==> src/hw/rtl/vlpd_pkg.sv <==
package vlpd_pkg;

    // varint geometry
    localparam int MAX_VARINT_BYTES = 3;
    localparam int GROUP_W = 7;
    localparam int VAL_W = GROUP_W * MAX_VARINT_BYTES;
    localparam int LEN_W = 21;
    localparam int CMP_W = (VAL_W > LEN_W) ? VAL_W : LEN_W;
    localparam int HB_W = 2;
    localparam int SH_W = 5;

    // configuration port
    localparam int ADDR_W = 3;
    localparam int DATA_W = 32;
    localparam logic REG_COMPRESSED_MODE = 1'b0;
    localparam logic REG_MAX_PACKET_LENGTH = 1'b1;
    localparam logic [LEN_W-1:0] MAX_LEN_RESET = LEN_W'(32768);

    // result kinds
    localparam logic KIND_PAYLOAD = 1'b0;
    localparam logic KIND_ERROR = 1'b1;

    // protocol error codes
    localparam logic [1:0] ERR_TOO_LARGE = 2'd0;
    localparam logic [1:0] ERR_TOO_LONG = 2'd1;
    localparam logic [1:0] ERR_ZERO_LENGTH = 2'd2;
    localparam logic [1:0] ERR_COMPRESSED = 2'd3;

    // parser phase, one-hot
    typedef enum logic [2:0] {
        PH_PLEN = 3'b001,
        PH_DLEN = 3'b010,
        PH_DATA = 3'b100
    } phase_t;

    // one result beat
    typedef struct packed {
        logic       kind;
        logic [7:0] payload;
        logic       first;
        logic       last;
        logic [1:0] code;
    } result_t;

endpackage

==> src/hw/rtl/varint_length_packet_deframer.sv <==
// path: a byte taken into the input register steps the parser, and its result
// beat is then registered in the result register, from which it leaves
// throughput: one byte per cycle; a byte, header bytes too, waits in the input
// register while a stalled beat holds the result register
// reset: rst_n (async, active low) returns the parser to the packet length
// varint, clears any latched error, and restores the register defaults
module varint_length_packet_deframer (
    input  logic                           clk,
    input  logic                           rst_n,
    input  logic                           psel,
    input  logic                           penable,
    input  logic                           pwrite,
    input  logic [vlpd_pkg::ADDR_W-1:0]    paddr,
    input  logic [vlpd_pkg::DATA_W-1:0]    pwdata,
    output logic [vlpd_pkg::DATA_W-1:0]    prdata,
    output logic                           pready,
    input  logic                           in_valid,
    output logic                           in_stall,
    input  logic [7:0]                     byte_in,
    output logic                           out_valid,
    input  logic                           out_stall,
    output logic                           result_kind,
    output logic [7:0]                     payload_byte,
    output logic                           first_of_packet,
    output logic                           last_of_packet,
    output logic [1:0]                     error_code
);

    logic                          cm_reg;
    logic [vlpd_pkg::LEN_W-1:0]    max_len_reg;
    logic                          cfg_wr;
    logic                          in_valid_reg;
    logic [7:0]                    byte_reg;
    logic                          out_free;
    logic                          step;
    logic                          accept;
    logic                          res_valid;
    vlpd_pkg::result_t             res;
    vlpd_pkg::result_t             out_data;

    // configuration registers
    assign pready = 1'b1;
    assign cfg_wr = psel && penable && pwrite;

    always_ff @(posedge clk or negedge rst_n)
    begin
        if (!rst_n)
        begin
            cm_reg <= 1'b0;
            max_len_reg <= vlpd_pkg::MAX_LEN_RESET;
        end
        else if (cfg_wr)
        begin
            unique case (paddr[2])
                vlpd_pkg::REG_COMPRESSED_MODE:   cm_reg <= pwdata[0];
                vlpd_pkg::REG_MAX_PACKET_LENGTH: max_len_reg <= pwdata[vlpd_pkg::LEN_W-1:0];
                default:                         cm_reg <= cm_reg;
            endcase
        end
    end

    // register readback
    always_comb
    begin
        unique case (paddr[2])
            vlpd_pkg::REG_COMPRESSED_MODE:   prdata = vlpd_pkg::DATA_W'(cm_reg);
            vlpd_pkg::REG_MAX_PACKET_LENGTH: prdata = vlpd_pkg::DATA_W'(max_len_reg);
            default:                         prdata = '0;
        endcase
    end

    // input register
    assign step = in_valid_reg && out_free;
    assign in_stall = in_valid_reg && !out_free;
    assign accept = in_valid && !in_stall;

    always_ff @(posedge clk or negedge rst_n)
    begin
        if (!rst_n)
        begin
            in_valid_reg <= 1'b0;
        end
        else if (accept)
        begin
            in_valid_reg <= 1'b1;
        end
        else if (step)
        begin
            in_valid_reg <= 1'b0;
        end
    end

    always_ff @(posedge clk)
    begin
        if (accept)
        begin
            byte_reg <= byte_in;
        end
    end

    // header parse and payload marking
    vlpd_parse u_parse (
        .clk             (clk),
        .rst_n           (rst_n),
        .step            (step),
        .byte_val        (byte_reg),
        .compressed_mode (cm_reg),
        .max_len         (max_len_reg),
        .res_valid       (res_valid),
        .res             (res)
    );

    // result register
    vlpd_out_reg u_out (
        .clk       (clk),
        .rst_n     (rst_n),
        .load      (step && res_valid),
        .load_data (res),
        .stall     (out_stall),
        .free      (out_free),
        .valid     (out_valid),
        .data      (out_data)
    );

    assign result_kind = out_data.kind;
    assign payload_byte = out_data.payload;
    assign first_of_packet = out_data.first;
    assign last_of_packet = out_data.last;
    assign error_code = out_data.code;

endmodule

==> src/hw/rtl/vlpd_parse.sv <==
module vlpd_parse (
    input  logic                          clk,
    input  logic                          rst_n,
    input  logic                          step,
    input  logic [7:0]                    byte_val,
    input  logic                          compressed_mode,
    input  logic [vlpd_pkg::LEN_W-1:0]    max_len,
    output logic                          res_valid,
    output vlpd_pkg::result_t             res
);

    vlpd_pkg::phase_t               phase_reg, phase_next;
    logic [vlpd_pkg::LEN_W-1:0]     pl_reg, pl_next;
    logic [vlpd_pkg::LEN_W-1:0]     dl_reg, dl_next;
    logic [vlpd_pkg::HB_W-1:0]      hb_reg, hb_next;
    logic [vlpd_pkg::LEN_W-1:0]     br_reg, br_next;
    logic                           start_reg, start_next;
    logic                           err_reg, err_next;

    logic [vlpd_pkg::HB_W-1:0]      k;
    logic [vlpd_pkg::SH_W-1:0]      sh;
    logic [vlpd_pkg::LEN_W-1:0]     old;
    logic [vlpd_pkg::VAL_W-1:0]     val;
    logic [vlpd_pkg::LEN_W-1:0]     val_len;
    logic                           more;
    logic                           too_large;
    logic                           too_long;
    logic                           fin;
    logic [vlpd_pkg::LEN_W-1:0]     fin_pl;
    logic [vlpd_pkg::LEN_W-1:0]     fin_dl;
    logic [vlpd_pkg::HB_W:0]        fin_bytes;

    // varint group merge
    always_comb
    begin
        k = hb_reg;
        if (int'(hb_reg) >= vlpd_pkg::MAX_VARINT_BYTES)
        begin
            k = vlpd_pkg::HB_W'(vlpd_pkg::MAX_VARINT_BYTES - 1);
        end
        sh = {k, 3'b000} - vlpd_pkg::SH_W'(k);
        old = (phase_reg == vlpd_pkg::PH_DLEN) ? dl_reg : pl_reg;
        if (k == '0)
        begin
            old = '0;
        end
        val = vlpd_pkg::VAL_W'(old) | (vlpd_pkg::VAL_W'(byte_val[6:0]) << sh);
        val_len = vlpd_pkg::LEN_W'(val);
        more = byte_val[7];
        too_large = vlpd_pkg::CMP_W'(val) > vlpd_pkg::CMP_W'(max_len);
        too_long = more && ((int'(k) + 1) >= vlpd_pkg::MAX_VARINT_BYTES);
    end

    // per-beat state update and result
    always_comb
    begin
        phase_next = phase_reg;
        pl_next = pl_reg;
        dl_next = dl_reg;
        hb_next = hb_reg;
        br_next = br_reg;
        start_next = start_reg;
        err_next = err_reg;
        res_valid = 1'b0;
        res = '0;
        fin = 1'b0;
        fin_pl = pl_reg;
        fin_dl = '0;
        fin_bytes = '0;

        if (!err_reg)
        begin
            if (phase_reg == vlpd_pkg::PH_DATA)
            begin
                // payload pass-through
                res_valid = 1'b1;
                res.kind = vlpd_pkg::KIND_PAYLOAD;
                res.payload = byte_val;
                res.first = start_reg;
                res.last = (br_reg <= vlpd_pkg::LEN_W'(1));
                start_next = 1'b0;
                if (br_reg <= vlpd_pkg::LEN_W'(1))
                begin
                    br_next = '0;
                    phase_next = vlpd_pkg::PH_PLEN;
                    hb_next = '0;
                end
                else
                begin
                    br_next = br_reg - vlpd_pkg::LEN_W'(1);
                end
            end
            else if (too_large)
            begin
                err_next = 1'b1;
                res_valid = 1'b1;
                res.kind = vlpd_pkg::KIND_ERROR;
                res.code = vlpd_pkg::ERR_TOO_LARGE;
            end
            else if (too_long)
            begin
                err_next = 1'b1;
                res_valid = 1'b1;
                res.kind = vlpd_pkg::KIND_ERROR;
                res.code = vlpd_pkg::ERR_TOO_LONG;
            end
            else if (phase_reg == vlpd_pkg::PH_DLEN)
            begin
                // data length varint
                dl_next = val_len;
                if (more)
                begin
                    hb_next = k + vlpd_pkg::HB_W'(1);
                end
                else
                begin
                    fin = 1'b1;
                    fin_dl = val_len;
                    fin_bytes = {1'b0, k} + (vlpd_pkg::HB_W + 1)'(1);
                end
            end
            else
            begin
                // packet length varint
                pl_next = val_len;
                if (more)
                begin
                    hb_next = k + vlpd_pkg::HB_W'(1);
                end
                else
                begin
                    hb_next = '0;
                    dl_next = '0;
                    if (compressed_mode)
                    begin
                        phase_next = vlpd_pkg::PH_DLEN;
                    end
                    else
                    begin
                        fin = 1'b1;
                        fin_pl = val_len;
                    end
                end
            end

            // header complete checks
            if (fin)
            begin
                if (fin_pl == '0)
                begin
                    err_next = 1'b1;
                    res_valid = 1'b1;
                    res.kind = vlpd_pkg::KIND_ERROR;
                    res.code = vlpd_pkg::ERR_ZERO_LENGTH;
                end
                else if (compressed_mode && (fin_dl != '0))
                begin
                    err_next = 1'b1;
                    res_valid = 1'b1;
                    res.kind = vlpd_pkg::KIND_ERROR;
                    res.code = vlpd_pkg::ERR_COMPRESSED;
                end
                else if (fin_pl <= vlpd_pkg::LEN_W'(fin_bytes))
                begin
                    err_next = 1'b1;
                    res_valid = 1'b1;
                    res.kind = vlpd_pkg::KIND_ERROR;
                    res.code = vlpd_pkg::ERR_ZERO_LENGTH;
                end
                else
                begin
                    br_next = fin_pl - vlpd_pkg::LEN_W'(fin_bytes);
                    start_next = 1'b1;
                    phase_next = vlpd_pkg::PH_DATA;
                    hb_next = '0;
                end
            end
        end
    end

    // parser state
    always_ff @(posedge clk or negedge rst_n)
    begin
        if (!rst_n)
        begin
            phase_reg <= vlpd_pkg::PH_PLEN;
            pl_reg <= '0;
            dl_reg <= '0;
            hb_reg <= '0;
            br_reg <= '0;
            start_reg <= 1'b1;
            err_reg <= 1'b0;
        end
        else if (step)
        begin
            phase_reg <= phase_next;
            pl_reg <= pl_next;
            dl_reg <= dl_next;
            hb_reg <= hb_next;
            br_reg <= br_next;
            start_reg <= start_next;
            err_reg <= err_next;
        end
    end

endmodule

==> src/hw/rtl/vlpd_out_reg.sv <==
module vlpd_out_reg (
    input  logic              clk,
    input  logic              rst_n,
    input  logic              load,
    input  vlpd_pkg::result_t load_data,
    input  logic              stall,
    output logic              free,
    output logic              valid,
    output vlpd_pkg::result_t data
);

    logic              valid_reg;
    logic              valid_next;
    vlpd_pkg::result_t data_reg;

    // slot frees up when empty or when the held beat leaves this cycle
    assign free = !valid_reg || !stall;

    always_comb
    begin
        valid_next = valid_reg;
        if (load)
        begin
            valid_next = 1'b1;
        end
        else if (!stall)
        begin
            valid_next = 1'b0;
        end
    end

    // valid flag
    always_ff @(posedge clk or negedge rst_n)
    begin
        if (!rst_n)
        begin
            valid_reg <= 1'b0;
        end
        else
        begin
            valid_reg <= valid_next;
        end
    end

    // payload
    always_ff @(posedge clk)
    begin
        if (load)
        begin
            data_reg <= load_data;
        end
    end

    assign valid = valid_reg;
    assign data = data_reg;

endmodule

==> config.mk <==
export PLATFORM = sky130hd
export DESIGN_NAME = varint_length_packet_deframer
export DESIGN_NICKNAME = d
export VERILOG_FILES = /design/src/hw/rtl/vlpd_pkg.sv /design/src/hw/rtl/varint_length_packet_deframer.sv /design/src/hw/rtl/vlpd_parse.sv /design/src/hw/rtl/vlpd_out_reg.sv
export SDC_FILE = /design/constraint.sdc
export NUM_CORES = 1
export LEC_CHECK = 0
export BUFFER_PORTS_ARGS = -buffer_cell sky130_fd_sc_hd__buf_2
export CAP_MARGIN = 20
export CORE_UTILIZATION = 55
export CTS_CLUSTER_DIAMETER = 100
export DETAILED_ROUTE_END_ITERATION = 6
export MAX_ROUTING_LAYER = met4
export PLACE_DENSITY = 0.79
export SETUP_SLACK_MARGIN = 0.3
export SYNTH_ARGS = -nofsm -noshare
export SYNTH_HDL_FRONTEND = slang
export SYNTH_HIERARCHICAL = 1
export SYNTH_SLANG_ARGS = --single-unit
==> constraint.sdc <==
create_clock -name clk -period 10.9 [get_ports clk]
set_input_delay 3.27 -clock clk [delete_from_list [all_inputs] [get_ports clk]]
set_output_delay 3.27 -clock clk [all_outputs]
set_load 0.005 [all_outputs]
Word-level counts from Yosys, hierarchy flattened
Cells that the tools add are included.
- register bits after elaboration: 115
- input port bits: 50
- logic and storage cells: 154
- $lt $le $gt $ge: 5
- shift operators: 1
- mux-type cells: 91
- reduce and logical (&&, ||, !) cells: 23
- equality and inequality tests: 4
- add/subtract/negate cells: 6
- bitwise operators: 7
- operators by type and width (kind ; count):
    $mux W21 ; 23
    $pmux W32 S2 ; 1
    $mux W3 ; 17
    $mux W2 ; 18
    $ge A32 B3 Y1 const B ; 1
    $mux W1 ; 32
    $gt A21 B21 Y1 ; 1
    $le A21 B1 Y1 const B ; 1
    $le A21 B3 Y1 ; 1
    $logic_not A21 Y1 ; 1
    $or A21 B21 Y21 ; 1
    $reduce_bool A21 Y1 ; 1
    $shl A7 B5 Y21 ; 1
    $sub A21 B1 Y21 const B ; 1
    $sub A21 B3 Y21 ; 1
    $reduce_and A6 Y1 ; 2
    $logic_and A1 B1 Y1 ; 8
    $add A2 B1 Y3 const B ; 2
    $not A1 Y1 ; 6
    $reduce_and A2 Y1 ; 3
    $sub A5 B2 Y5 ; 1
    $logic_not A1 Y1 ; 4
    $ne A2 B1 Y1 const B ; 2
    $eq A3 B2 Y1 const B ; 1
    other kinds (7) ; 7

Depth between registers and ports, before layout
Gate-level depths: netlist (run 1).
- word-level depth: 20
- mapped depth: 32
- mapped depth without buffers: 25

Cells and area by module
The synthesis (run 1) kept the hierarchy.
- modules (own cells, without submodules) (module ; cells an instance ; area an instance (µm²) ; instances):
    vlpd_parse ; 784 ; 5964.5 ; 1
    varint_length_packet_deframer ; 100 ; 1460.2 ; 1
    vlpd_out_reg ; 16 ; 426.7 ; 1

Worst setup path before layout (run 1)
OpenSTA, ideal clock, no wires.
- kind: reg2reg
- from: register u_parse.phase_reg[0]
- to: register u_out.data_reg, in the netlist u_out/data[0], enable pin
- stages on the path, launching flop included: 30
- buffers on the path: 5
- path slack: 3.974 ns
- arrival time: 6.561 ns
- setup time: 0.365 ns
- path through: dfstp_2 or3b_1 buf_4 clkbuf_1 buf_1 mux2_2 a21o_1 o21ai_0 inv_1 ha_1 nand4_1 nor2_1 nand2_1 or4_4 o21ai_1 clkbuf_1 buf_1 mux2i_1 inv_1 ha_1 nand2_1 o211a_1 nand4b_1 nor4_1 o211a_1 a41o_1 a221o_1 nand2_1 a31oi_1 and3_1
- longest elaborated chain between the ends: 18
- elaborated cells on any way between the ends: 41
- those cells by class: order compare: 2; eq/ne: 2; mux: 32; bitwise: 1; reduce/logical: 4
- ends and longest elaborated chain (element ; line ; text):
    start, declared ; vlpd_parse.sv:12 ; vlpd_pkg::phase_t phase_reg, phase_next;
    start signal, assigned ; vlpd_parse.sv:186 ; phase_reg <= vlpd_pkg::PH_PLEN;
    start signal, assigned ; vlpd_parse.sv:196 ; phase_reg <= phase_next;
    $eq A3 B2 Y1 * ; vlpd_parse.sv:42 ; old = (phase_reg == vlpd_pkg::PH_DLEN) ? dl_reg : pl_reg;
    $mux W21 * ; vlpd_parse.sv:42 ;
    $mux W21 * ; vlpd_parse.sv:43 ; if (k == '0)
    $or A21 B21 Y21 * ; vlpd_parse.sv:47 ; val = vlpd_pkg::VAL_W'(old) | (vlpd_pkg::VAL_W'(byte_val[6:0]) << sh);
    net u_parse.val (one bit) ; vlpd_parse.sv:23 ; logic [vlpd_pkg::VAL_W-1:0] val;
    branches (longest 11 deep; another with $gt A21 B21 Y1) ; -- ;
    $mux W1 * ; vlpd_parse.sv:147 ; if (fin)
    $mux W1 * ; vlpd_parse.sv:71 ; if (!err_reg)
    net res_valid ; varint_length_packet_deframer.sv:37 ; logic res_valid;
    $logic_and A1 B1 Y1 * ; varint_length_packet_deframer.sv:117 ; .load (step && res_valid),
    end signal, assigned ; vlpd_out_reg.sv:50 ; data_reg <= load_data;
    end, declared ; vlpd_out_reg.sv:14 ; vlpd_pkg::result_t data_reg;
Mark *: on every way through the listed nets, which the timed path passes. The select of a mux whose other input is x is not followed.
A chain may end at the register's enable or synchronous reset.

Worst setup path after layout (run 1)
- from: register u_parse.phase_reg[2]
- to: register u_out.data_reg, in the netlist u_out/data[0], enable pin
Same word-level chain as after synthesis.

==> impl_metrics.tcl, run 1 <==
set metrics [dict create \
    fmax_mhz 125.8 \
    worst_slack_ns 2.950 \
    cts_buffer_depth 2 \
    crit_path_top_delay_cell "o21a_1" \
    synth_ff_type "dfrtp_1" \
    final_area_mm2 0.008813 \
    critPathArrivalTime_ns 8.00 \
    final_cell_mix "nand2_1, dfrtp_1, nor2_1, buf_2, o21ai_0" \
    portBuffers 72 \
    whs_ns 0.4629 \
    cts_tree "yes" \
    clkTransAtPathRegs_ns 0.05 \
    synth_seq_area_share_pct 38.04 \
    p_leak_nw 4.125 \
    outcome "completed" \
    yosysWarnings 6 \
    critPathRequiredTime_ns 10.95 \
    area_growth_pct 12.25 \
    yosys.cell_types.count 75 \
    wl_met2_um 9853 \
    die_h_um 121.5 \
    crit_family "simple AND/OR/NAND/NOR gates" \
    place_congestion 0.9803 \
    cts_setup_buffers 0 \
    cap_violations 0 \
    numCtsBuffers 17 \
    rsz0062_at_grt "false" \
    end_kind "flip-flop" \
    crit_path_max_fanout 28 \
    antenna_found_initial 0 \
    grt-ovfl-total 0 \
    hpwl_um 15100 \
    io_pins 98 \
    vias 7083 \
    grt_util_all_layers_pct 31.45 \
    clk_latency_ns 0.42 \
    skew_ns 0.007482 \
    cts_resized 0 \
    viasPerCell 6.186 \
    highest_layer "met4" \
    crit_path_start_kind "flip-flop" \
    cts_root_buf "clkbuf_16" \
    hold_buffers 0 \
    ant_nets 0 \
    wl_met1_um 9215 \
    rows 43 \
    final_nets 1029 \
    grt_pass1_wl_um 34370 \
    final_layout_size_suffix_gt1_share_pct 17.10 \
    final_cells 1145 \
    drt_first_pass_iters 7 \
    synth_edf_count 21 \
    final_core_util_pct 63.49 \
    cp_cell_sequence "or3b_1, buf_4, and3_1, o31ai_1, inv_1, ha_1, nand4_1, nor4_1, o21ai_0, nand3_1, o21a_1, nand2_1, o21ai_0, ha_1, a21oi_1, o211a_1, nand4b_1, nor4_1, o211a_1, a41o_1, a221o_1, nand2_1, a31oi_1, and3_1" \
    critical_path_class "flip-flop to flip-flop" \
    ys_ff_latch 115 \
    grt_pass1_vias 6563 \
    grt_max_degree 55 \
    drc 0 \
    die_w_um 121.5 \
    worst_pin_slew_ns 0.9301 \
    setup_viol 0 \
    holdCritPathClass "flip-flop to flip-flop" \
    wire_per_inst_um 18.79 \
    fin_crit_sh_pct 72.93 \
    dp.cells 1113 \
    n_antenna_cell 0 \
    power.density_mw_per_mm2 274.5 \
    core_area_mm2 0.01388 \
    final_common_cell "nand2_1" \
    dp_slack_ns 3.190 \
    cp_num_buf_inv 2 \
    syn_inst 900 \
    peakVddDrop_uv 169.7 \
    maxSlewHeadroom_pct 37.85 \
    synth-async-reset-ratio_pct 81.74 \
    avgSynthCellArea_um2 8.724 \
    cts_max_level 4 \
    wirelength_um 21510 \
    die_area_mm2 0.01476 \
    min_period_ns 7.950 \
    cts_sinks 115 \
    finalPower_mw 2.419 \
    place_area_mm2 0.008264 \
    cp_slowest_stage_delay_ns 0.77 \
    finalHoldViolCount 0 \
    setup_tns_ns 0 \
    drt_iter0_drc 633 \
    start_util_pct 56.56 \
    slew_viol_final 0 \
    dr_wl_met3_um 1854 \
    syn_area_mm2 0.007851 \
]
synth_stat cells (21+ instances only):
cell type,n,share of area [%]
ha_1,26,4.1
inv_1,46,2.2
edfxtp_1,21,8.0
mux2_4,21,4.0
dfrtp_1,91,29
and2_1,32,2.5
nand3_1,22,1.4
clkbuf_1,35,1.7
o21ai_0,52,3.3
nor3_1,37,2.4
a21oi_1,46,2.9
nand2_1,109,5.2
nor2_1,78,3.7
final timing paths:
check                      cells past startpoint            endpoint  slack, ns                 start
max                                           24       u_out/data[0]       2.95  u_parse/phase_reg[2]
min                                            2   u_parse/dl_reg[1]       0.46     u_parse/dl_reg[1]
max reg2reg                                   24       u_out/data[0]       2.95  u_parse/phase_reg[2]
min reg2reg                                    2   u_parse/dl_reg[1]       0.46     u_parse/dl_reg[1]
max in group asynchronous                      2   u_parse/dl_reg[6]       6.97                 rst_n
min in group asynchronous                      1  u_parse/br_reg[19]       2.85                 rst_n
area by class of cell:
class                   count  area [µm²]
inverters                  47       176.4
clock buffers              23       467.9
repair buffers             84       452.9
clock inverters             9       81.33
multi-input cells         687        4423
fillers                  1197        5067
well taps                 180       225.2
flip-flops and latches    115        2987
cell families (layout without fill, tap and decap cells):
logic type	after synthesis	after routing	synth area share [%]
simple gates	365	365	22.77
fa+ha+maj	27	27	4.398
xor+xnor	27	27	3.012
flops	115	115	38.04
other cells	3	13	0.1434
buf+inv	108	163	6.215
compound gates	201	201	16.91
mux	54	54	8.510
worst register-to-register path, cell delays in order, from the launching register on:
cell and delay (ns):
dfrtp_1 0.43, or3b_1 0.62, buf_4 0.33, and3_1 0.20, o31ai_1 0.41, inv_1 0.20, ha_1 0.34, nand4_1 0.16
nor4_1 0.55, o21ai_0 0.20, nand3_1 0.31, o21a_1 0.78, nand2_1 0.11, o21ai_0 0.12, ha_1 0.31, a21oi_1 0.19
o211a_1 0.31, nand4b_1 0.20, nor4_1 0.28, o211a_1 0.20, a41o_1 0.09, a221o_1 0.23, nand2_1 0.15, a31oi_1 0.25
and3_1 0.61
routing by layer:
layer  global-route usage, %  vias to the layer above
li1                        -                     3302
met1                   41.29                     3356
met2                   47.19                      366
met3                   6.861                       59
met4                   12.58                        0
met5                       -                        -
power by group:
part / switching [mW] / internal [mW] / total, mW
sequential: 0.149 / 0.554 / 0.703
clock: 0.195 / 0.323 / 0.519
combinational: 0.754 / 0.444 / 1.20
Note: power is estimated with default switching activity, not from simulation.
==> run 2: changes to the inputs <==
--- a/config.mk
+++ b/config.mk
@@ -7,11 +7,11 @@
 export LEC_CHECK = 0
 export BUFFER_PORTS_ARGS = -buffer_cell sky130_fd_sc_hd__buf_2
 export CAP_MARGIN = 20
-export CORE_UTILIZATION = 55
+export CORE_UTILIZATION = 54
 export CTS_CLUSTER_DIAMETER = 100
 export DETAILED_ROUTE_END_ITERATION = 6
 export MAX_ROUTING_LAYER = met4
-export PLACE_DENSITY = 0.79
+export PLACE_DENSITY = 0.81
 export SETUP_SLACK_MARGIN = 0.3
 export SYNTH_ARGS = -nofsm -noshare
 export SYNTH_HDL_FRONTEND = slang
==> constraint.sdc (replaced) <==
create_clock -name clk -period 6.8 [get_ports clk]
set_input_delay 2.04 -clock clk [delete_from_list [all_inputs] [get_ports clk]]
set_output_delay 2.04 -clock clk [all_outputs]
set_load 0.005 [all_outputs]
==> run 2 against run 1 <==
  * Combinational power up 83%
  * Sequential share of layout area decreased by 1.7 points
  * Register-to-register slack worse by 2.4 ns
  * Global-route usage is 1.7 points higher
  * Critical path depth increased by 3
  * Clock skew grew 0.0046 ns
  * Utilization up 2.6 points
  * Critical endpoint is now u_out/data[8]
  * Maximum frequency rose by 26%
==> impl_metrics.tcl, run 2 (synthesis gave the netlist of run 1 again) <==
set metrics [dict create \
    outcome "completed" \
    power.switching_mw 1.874 \
    critPathRequiredTime_ns 6.94 \
    area_growth_pct 18.25 \
    holdCritPathClass "flip-flop to flip-flop" \
    pwr-share-comb_pct 53.1 \
    cp_slowest_stage_delay_ns 0.62 \
    min_period_ns 6.295 \
    worst_slack_ns 0.5050 \
    cts_sinks 115 \
    final_core_util_pct 66.11 \
    grt-ovfl-total 0 \
    fmax_mhz 158.9 \
    switching_share_pct 45.29 \
    highest_layer "met4" \
    numCtsBuffers 17 \
    maxSlewHeadroom_pct 39.46 \
    clk_latency_ns 0.43 \
    grt_pass1_wl_um 36270 \
    die_h_um 122.6 \
    r2r-end "u_out/data[8]" \
    die_w_um 122.6 \
    grt_util_all_layers_pct 33.11 \
    die_area_mm2 0.01503 \
    peakVddDrop_uv 270.8 \
    r2r_start "u_parse/phase_reg[2]" \
    fin_crit_sh_pct 92.57 \
    critical_path_class "flip-flop to flip-flop" \
    slew_viol_final 0 \
    dp_slack_ns 0.2450 \
    vias 7290 \
    crit_path_max_fanout 6 \
    drt_first_pass_iters 6 \
    rows 43 \
    wl_met1_um 9566 \
    start_util_pct 55.91 \
    p_int_mw 2.264 \
    register_area_mm2 0.002988 \
    grt_max_degree 58 \
    finalPower_mw 4.138 \
    cts_max_level 4 \
    dp.cells 1159 \
    power.density_mw_per_mm2 445.7 \
    grt_pass1_vias 7028 \
    crit_path_top_delay_cell "or3b_2" \
    core_area_mm2 0.01404 \
    place_area_mm2 0.008611 \
    io_pins 98 \
    final_area_mm2 0.009284 \
    p_leak_nw 4.383 \
    wire_per_inst_um 19.16 \
    setup_viol 0 \
    clkPwrFrac_pct 19.4 \
    crit_path_start_kind "flip-flop" \
    skew_ns 0.01208 \
    p_seq_share_pct 27.5 \
    final_nets 1082 \
    hp-start "u_parse/dl_reg[1]" \
    finalHoldViolCount 0 \
    multi_input_area_mm2 0.004514 \
    drt_iter0_drc 854 \
    final_cells 1198 \
    cts_tree "yes" \
    worst_pin_slew_ns 0.9060 \
    final_layout_size_suffix_gt1_share_pct 23.18 \
    cts_buffer_depth 2 \
    final_cell_mix "nand2_1, dfrtp_1, nor2_1, buf_2, buf_4" \
    crit_top_cell "buf_4" \
    dr_wl_met3_um 1840 \
    wirelength_um 22950 \
    end_kind "flip-flop" \
    place_congestion 0.9800 \
    setup_tns_ns 0 \
    wl_met2_um 10590 \
    cts_root_buf "clkbuf_16" \
    rsz0062_at_grt "false" \
    viasPerCell 6.085 \
    cap_violations 0 \
    worstRegToRegCells 27 \
    fillers 1137 \
    antenna_found_initial 0 \
    clkTransAtPathRegs_ns 0.06 \
    endpoint "u_out/data[8]" \
    final_common_cell "nand2_1" \
    ant_nets 0 \
    critPathArrivalTime_ns 6.43 \
    hpwl_um 16490 \
    whs_ns 0.4721 \
    portBuffers 72 \
    crit_start "u_parse/phase_reg[2]" \
    drc 0 \
    r2r_slack_ns 0.51 \
    n_antenna_cell 0 \
]
run 2: cell types whose count changed in the layout (fill, tap and decap cells not counted), moves of 2 or more:
| cell | change |
|---|---|
| clkbuf_1 | -4 |
| clkbuf_8 | -2 |
| o21ai_0 | -2 |
| nor4_1 | -2 |
| clkinv_4 | +3 |
| inv_4 | +2 |
| nor4_2 | +2 |
| buf_4 | +51 |
| inv_6 | +2 |
run 2: layout make-up:
type | instances | share of cell area [%]
multi-input cells | 688 | 48.63
flip-flops and latches | 115 | 32.18
repair buffers | 136 | 9.124
clock buffers | 17 | 4.582
well taps | 180 | 2.426
inverters | 47 | 1.900
clock inverters | 15 | 1.159
run 2: per-layer routing:
layer	up-vias	GRT usage, %
met4	0	16.69
li1	3409	-
met1	3433	41.92
met3	73	7.574
met5	-	-
met2	375	49.61
run 2: worst min path at each step:
stage | to | cells past startpoint
after floorplan | u_parse/dl_reg[1] | 2
after global placement | u_parse/dl_reg[1] | 2
after detailed placement | u_parse/dl_reg[1] | 2
after CTS | u_parse/dl_reg[1] | 2
after global routing | u_parse/dl_reg[1] | 2
final | u_parse/dl_reg[1] | 2
run 2: critical path: cells and delay by family (launching register included):
family	cells	cell delay (ns)
simple gates	10	2.12
compound gates	9	1.79
buf+inv	5	0.85
fa+ha+maj	2	0.64
flops	1	0.48
mux	1	0.12
run 2: power by group through the flow:
stage / combinational, mW / sequential [mW] / clock [mW]
floorplan: 1.42 / 1.03 / 0
CTS: 2.08 / 1.12 / 0.812
detailed placement: 2.05 / 1.12 / 0
global placement: 2.01 / 1.12 / 0
finish: 2.20 / 1.14 / 0.802
global route: 2.38 / 1.16 / 0.849
run 2: what timing repair did:
action                     in CTS  in global routing
setup buffers                   0                  6
setup endpoints to repair      18                 40
cloned                          0                  1
hold buffers                    0                  0
resized for setup               2                 18
pin swaps                       0                 10
